===== src/npc_pkg.sv =====
// Shared types, constants and elaboration-time tables for the NTT convolution block.
// Holds the modulus, Barrett constant, command and status codes and twiddle tables.
// Has no dependencies; the top level and the multiplier refer to it by scoped names.
package npc_pkg;

  localparam int VAL_W = 30;
  localparam int IDX_W = 12;
  localparam int LEN_W = 13;
  localparam int MODE_W = 2;
  localparam int STAT_W = 2;
  localparam int CFG_IW = 1;
  localparam int DEF_MAX_POINTS = 4096;
  localparam int MUL_LAT = 5;

  localparam logic [63:0] MOD64 = 64'd998244353;
  localparam logic [VAL_W-1:0] P = 30'd998244353;
  localparam logic [VAL_W:0] MU = 31'(((64'd1 << 60) / MOD64));
  localparam logic [VAL_W-1:0] ONE = 30'd1;

  localparam logic [CFG_IW-1:0] REG_FIRST_LEN = 1'd0;
  localparam logic [CFG_IW-1:0] REG_SECOND_LEN = 1'd1;

  typedef enum logic [MODE_W-1:0] {
    MODE_WR_FIRST  = 2'd0,
    MODE_WR_SECOND = 2'd1,
    MODE_COMPUTE   = 2'd2,
    MODE_READ      = 2'd3
  } mode_t;

  typedef enum logic [STAT_W-1:0] {
    ST_OK    = 2'd0,
    ST_RANGE = 2'd1,
    ST_CAP   = 2'd2,
    ST_NONE  = 2'd3
  } status_t;

  localparam int TAB_N = 24;
  localparam int TAB_IW = 5;
  typedef logic [TAB_N-1:0][VAL_W-1:0] tab_t;

  localparam int TAB_FWD = 0;
  localparam int TAB_INV = 1;
  localparam int TAB_NINV = 2;

  function automatic logic [VAL_W-1:0] pow_mod_c(input logic [63:0] base,
                                                 input logic [31:0] e);
    logic [63:0] r;
    logic [63:0] b;
    r = 64'd1;
    b = base % MOD64;
    for (int i = 0; i < 32; i++) begin
      if (e[i]) r = (r * b) % MOD64;
      b = (b * b) % MOD64;
    end
    return r[VAL_W-1:0];
  endfunction

  // Entry k belongs to a transform stage of length 2**k.
  function automatic tab_t build_tab(input int sel);
    tab_t t;
    logic [31:0] e;
    logic [63:0] base;
    for (int k = 0; k < TAB_N; k++) begin
      base = 64'd3;
      e = 32'((MOD64 - 64'd1) >> k);
      if (sel == TAB_INV) begin
        e = 32'(MOD64 - 64'd1 - ((MOD64 - 64'd1) >> k));
      end else if (sel == TAB_NINV) begin
        base = 64'd1 << k;
        e = 32'(MOD64 - 64'd2);
      end
      t[k] = pow_mod_c(base, e);
    end
    return t;
  endfunction

  localparam tab_t ROOT_FWD = build_tab(TAB_FWD);
  localparam tab_t ROOT_INV = build_tab(TAB_INV);
  localparam tab_t N_INV = build_tab(TAB_NINV);

  function automatic logic [VAL_W-1:0] add_mod(input logic [VAL_W-1:0] x,
                                               input logic [VAL_W-1:0] y);
    logic [VAL_W:0] s;
    s = {1'b0, x} + {1'b0, y};
    if (s >= {1'b0, P}) s = s - {1'b0, P};
    return s[VAL_W-1:0];
  endfunction

  function automatic logic [VAL_W-1:0] sub_mod(input logic [VAL_W-1:0] x,
                                               input logic [VAL_W-1:0] y);
    logic [VAL_W:0] d;
    if (x >= y) d = {1'b0, x} - {1'b0, y};
    else d = {1'b0, x} + {1'b0, P} - {1'b0, y};
    return d[VAL_W-1:0];
  endfunction

endpackage


===== src/npc_modmul.sv =====
// Pipelined modular multiplier with Barrett reduction.
// Depends on npc_pkg for the modulus and the Barrett constant.
module npc_modmul (
  input  logic                      clk,
  input  logic [npc_pkg::VAL_W-1:0] a,
  input  logic [npc_pkg::VAL_W-1:0] b,
  output logic [npc_pkg::VAL_W-1:0] y
);

  localparam int VW = npc_pkg::VAL_W;

  logic [2*VW-1:0] prod_r;
  logic [VW:0]     q_r;
  logic [31:0]     lo1_r;
  logic [31:0]     lo2_r;
  logic [31:0]     qp_r;
  logic [31:0]     r_r;
  logic [VW-1:0]   y_r;
  logic [2*VW+1:0] q_full;
  logic [31:0]     r_fix;

  assign q_full = {31'd0, prod_r[2*VW-1:VW-1]} * {31'd0, npc_pkg::MU};

  // The quotient estimate is low by at most two, so r is below three times the modulus.
  always_comb begin
    r_fix = r_r;
    if (r_r >= {1'b0, npc_pkg::P, 1'b0}) r_fix = r_r - {1'b0, npc_pkg::P, 1'b0};
    else if (r_r >= {2'b0, npc_pkg::P}) r_fix = r_r - {2'b0, npc_pkg::P};
  end

  always_ff @(posedge clk) begin
    prod_r <= {30'd0, a} * {30'd0, b};
    q_r    <= q_full[2*VW+1:VW+1];
    lo1_r  <= prod_r[31:0];
    qp_r   <= 32'({1'b0, q_r} * {2'b0, npc_pkg::P});
    lo2_r  <= lo1_r;
    r_r    <= lo2_r - qp_r;
    y_r    <= r_fix[VW-1:0];
  end

  assign y = y_r;

endmodule

===== config.mk =====
export PLATFORM = sky130hd
export DESIGN_NAME = npc_modmul
export DESIGN_NICKNAME = d
export VERILOG_FILES = /design/src/npc_pkg.sv /design/src/npc_modmul.sv
export SDC_FILE = /design/constraint.sdc
export NUM_CORES = 2
export LEC_CHECK = 0
export BUFFER_PORTS_ARGS = -buffer_cell sky130_fd_sc_hd__buf_2
export CAP_MARGIN = 40
export CORE_ASPECT_RATIO = 1.4
export CORE_MARGIN = 8
export CORE_UTILIZATION = 40
export DETAILED_ROUTE_END_ITERATION = 8
export HOLD_SLACK_MARGIN = 0.02
export MAX_ROUTING_LAYER = met4
export PLACE_DENSITY_LB_ADDON = 0.08
export RECOVER_POWER = 100
export SLEW_MARGIN = 20
export SYNTH_ARGS = -nofsm -noshare
export SYNTH_HDL_FRONTEND = slang
export SYNTH_SLANG_ARGS = --single-unit

===== constraint.sdc =====
create_clock -name clk -period 8.2 [get_ports clk]
set_input_delay 0.82 -clock clk [delete_from_list [all_inputs] [get_ports clk]]
set_output_delay 0.82 -clock clk [all_outputs]
set_load 0.005 [all_outputs]

== After elaboration in Yosys (flattened, before gate mapping) ==
Index checks and enable logic that the tools add are counted.
Cells by class
  add/subtract/negate cells: 3
  multiplexer cells: 2
  shifts and indexed selects: 0
  reductions and logical operators: 0
  $lt $le $gt $ge: 2
  bitwise logic cells: 0
  eq/ne operators: 0
  div/mod/pow operators: 0
  $mul: 3
Operators with widths (number)
  multiplier 31 x 31 -> 62 bit, second input constant: 1
  multiplier 30 x 30 -> 60 bit: 1
  2-to-1 mux 30 bit: 2
  subtractor 30 bit, second input constant: 2
  >= comparator 32 x 30 -> 1 bit, second input constant: 1
  >= comparator 32 x 31 -> 1 bit, second input constant: 1
  multiplier 31 x 30 -> 32 bit, second input constant: 1
  subtractor 32 bit: 1
Word-level totals
  memory bits (read-only): 0
  bits in writable memories: 0
  latch bits: 0
  word-level logic and storage cells: 17
  register bits: 249
  input bits: 61
  memories kept: 0
  output and inout port bits: 30

== Longest topological paths before layout ==
  depth after elaboration: 3
  mapped depth: 30
  mapped depth without buffers: 28

== Worst setup path after synthesis ==
OpenSTA, ideal clock, no wires.
  kind: in2reg
  start point: input port b[3] in the netlist's numbering
  end point: register prod_r[58]
  stages on the path: 27
  setup time: 0.072 ns
  arrival time: 7.859 ns
  data required time: 8.128 ns
  setup slack: 0.269 ns
  path buffers: 1
  cell sequence: clkbuf_1 -> and2_1 -> fa_1 -> fa_1 -> fa_1 -> inv_1 -> fa_1 -> inv_1 -> fa_1 -> inv_1 -> fa_1 -> inv_1 -> fa_1 -> inv_1 -> fa_1 -> inv_1 -> ha_1 -> nand2_1 -> nor4_1 -> a221oi_1 -> a21oi_1 -> o211ai_1 -> o41ai_1 -> nand3_1 -> a31o_2 -> o31ai_1 -> xor2_1
On the way
  cells in the longest elaborated chain, start to end: 1
Ends and longest elaborated chain
  start, declared: RTL line npc_modmul.sv:6  | input logic [npc_pkg::VAL_W-1:0] b,
  multiplier 30 x 30 -> 60 bit: RTL line npc_modmul.sv:32  | prod_r <= {30'd0, a} * {30'd0, b};
  end signal, assigned: RTL line npc_modmul.sv:32
  end, declared: RTL line npc_modmul.sv:12  | logic [2*VW-1:0] prod_r;
No other way between the ends.

== Worst setup path after layout ==
  start point: input port a[24] in the netlist's numbering
  end point: register prod_r[52]
On the way
  cells in the longest elaborated chain, start to end: 1
Ends and longest elaborated chain
  start, declared: RTL line npc_modmul.sv:5  | input logic [npc_pkg::VAL_W-1:0] a,
  multiplier 30 x 30 -> 60 bit: RTL line npc_modmul.sv:32
No other way between the ends.

==> out/metrics.cfg <==
[timing]
layout_setup_ws_ps=281
min_period_ps=7920
holdWs_ps=320
final_max_slew_viol_count=0
rsz0062_at_grt=no
max_freq_ghz=0.126
worstMarginPinSlew_ps=891
fin_skew_ps=15.4
maxSlewHeadroom_pct=39.8
timing.final.crit_share_pct=96.6
setup_viol=0
finalHoldViolations=0
timing.setup.tns_ps=0

[setup_path]
critical_path_class=in2reg
arrival_ps=8400
ff2ff_setup_slack_ps=380
cp_max_fo=14
cp-end-kind=register
required_ps=8680
worstSetupStartpointType=primary input

[global_route]
grt_pass1_wl_mm=221
grt_max_degree=24
grt_pass1_vias=39600
grt_antenna_before_repair=2
grt_remaining_overflow=0
grt_usage_pct=20.9

[outcome]
outcome=finished clean

[die]
initial_core_util_pct=40.1
core-area_um2=127000
die_area_um2=139000
rows=155
die_y_um=438
ioPinCount=91
die_w_um=317

[clock_network]
cts_buffers=25
clk_latency_ps=550
cts_root_buf=clkbuf_16
clock-sinks=249
clockBufferDepth=3
cts_max_level=1
cts_tree=built
path_clk_slew_ps=70
cts_hold_buf=0

[detailed_routing]
wl_per_cell_um=19.0
drc=0
num_vias=34900
dr.pass1.iters=5
ant_nets=0
first_iter_violations=1321
via_per_inst=4.84
routed_wl_mm=137

[finish]
fillers=12600
drive_gt1_share_pct=8.26
final_cell_mix=inv_1 (1294), fa_1 (1048), ha_1 (715), and2_1 (540), nand2_1 (438)
syn2layout_area_growth_pct=10.9
nNetsFinal=7364
final_common_cell=inv_1
fin_area_um2=56400

[placed_design]
hpwl_mm=123
place.gp.congestion=0.855
dp_slack_ps=-403
portBuffers=90
dpl_cell_area_um2=55600

[logic_synthesis]
syn_avg_cell_area_um2=9.62
synth-seq-cells=249
syn_area_um2=50900
synth_ff_type=dfxtp_1
ys_warn_count=0
syn_inst=5286
synthArstFlopShare_pct=0
syn_nets=7110
synth_seq_area_share_pct=9.80
synth_edf_count=0
ys_types=65

[flow_run]
drv_cap=0

[hold_path]
worstHoldPathType=reg2reg

what timing repair did:
action | CTS | global route
setup buffers | 0 | 0
hold endpoints to repair | 0 | 0
setup endpoints to repair | 0 | 4
gates resized for setup | 0 | 7
critical path, cell delays in order:
cell	delay, ps
buf_2	320
buf_4	320
nand2_1	110
fa_1	540
inv_1	50
fa_1	480
inv_1	60
fa_1	480
fa_1	560
inv_1	50
fa_1	510
fa_1	430
fa_1	500
ha_1	340
ha_1	310
a21oi_1	190
o21ai_0	190
a211oi_1	320
buf_4	180
or4b_1	510
nor3b_1	180
buf_4	140
a311o_1	320
a21o_1	180
a21oi_1	170
xnor2_1	130
kinds of logic (layout without fill, tap and decap cells):
group / count (synthesis) / count (layout) / share of synthesized area (%)
flops: 249 / 249 / 9.80
simple gates: 1210 / 1210 / 12.3
xor+xnor: 161 / 161 / 2.77
buf+inv: 1497 / 1768 / 11.0
compound gates: 406 / 406 / 5.23
fa+ha+maj: 1763 / 1763 / 58.8
other cells: 0 / 2 / 0
sequential cells by signal, indices dropped and copies added, names as in the netlist:
register  cells
q_r          31
lo2_r        32
prod_r       60
r_r          32
lo1_r        32
qp_r         32
y            30
final timing paths:
path,startpoint,endpoint,cells past startpoint
max,a[24],prod_r[52]$_DFF_P_,26
min,lo1_r[14]$_DFF_P_,lo2_r[14]$_DFF_P_,0
max reg2reg,prod_r[41]$_DFF_P_,q_r[18]$_DFF_P_,26
min reg2reg,lo1_r[14]$_DFF_P_,lo2_r[14]$_DFF_P_,0
metal layers:
| layer | GRT usage [%] | routed length, µm | vias up |
|---|---|---|---|
| met5 | - | 0 | - |
| met4 | 3.53 | 2600 | 0 |
| met3 | 0.838 | 2540 | 102 |
| met2 | 39.1 | 74100 | 430 |
| met1 | 25.3 | 57800 | 18000 |
| li1 | - | - | 16400 |
stage by stage:
step,util [%],instances
floorplan,-,5286
global placement,43.8,7161
detailed placement,43.8,7161
CTS,44.5,7205
global route,44.5,7206
finish,44.5,7207
cell type report:
class                   count  area (µm²)  share of cell area, %
repair buffers            430        3370                   5.97
diodes                      2        5.00                0.00887
inverters                1294        4860                   8.61
multi-input cells        3540       40200                   71.4
clock inverters            11         175                  0.311
well taps                1648        2060                   3.66
clock buffers              33         706                   1.25
flip-flops and latches    249        4980                   8.84
synthesized netlist by cell type (14+ instances only):
cell      count  area [µm²]
a211oi_1     14         105
a21o_1       81         608
a21oi_1     130         651
and2_1      546        3420
clkbuf_1    200         751
dfxtp_1     249        4980
fa_1       1048       21000
ha_1        715        8950
inv_1      1294        4860
nand2_1     438        1640
nand2b_1     20         125
nand3_1      27         135
nand4_1      25         156
nor2_1       74         278
nor3_1       24         120
o21a_1       15         113
o21ai_0      59         295
o21bai_1     16         120
xnor2_1     103         902
xor2_1       58         508
Power is left out: the tool's default activity adds up to more than one toggle a clock period on the data nets, which glitch-free logic cannot reach.
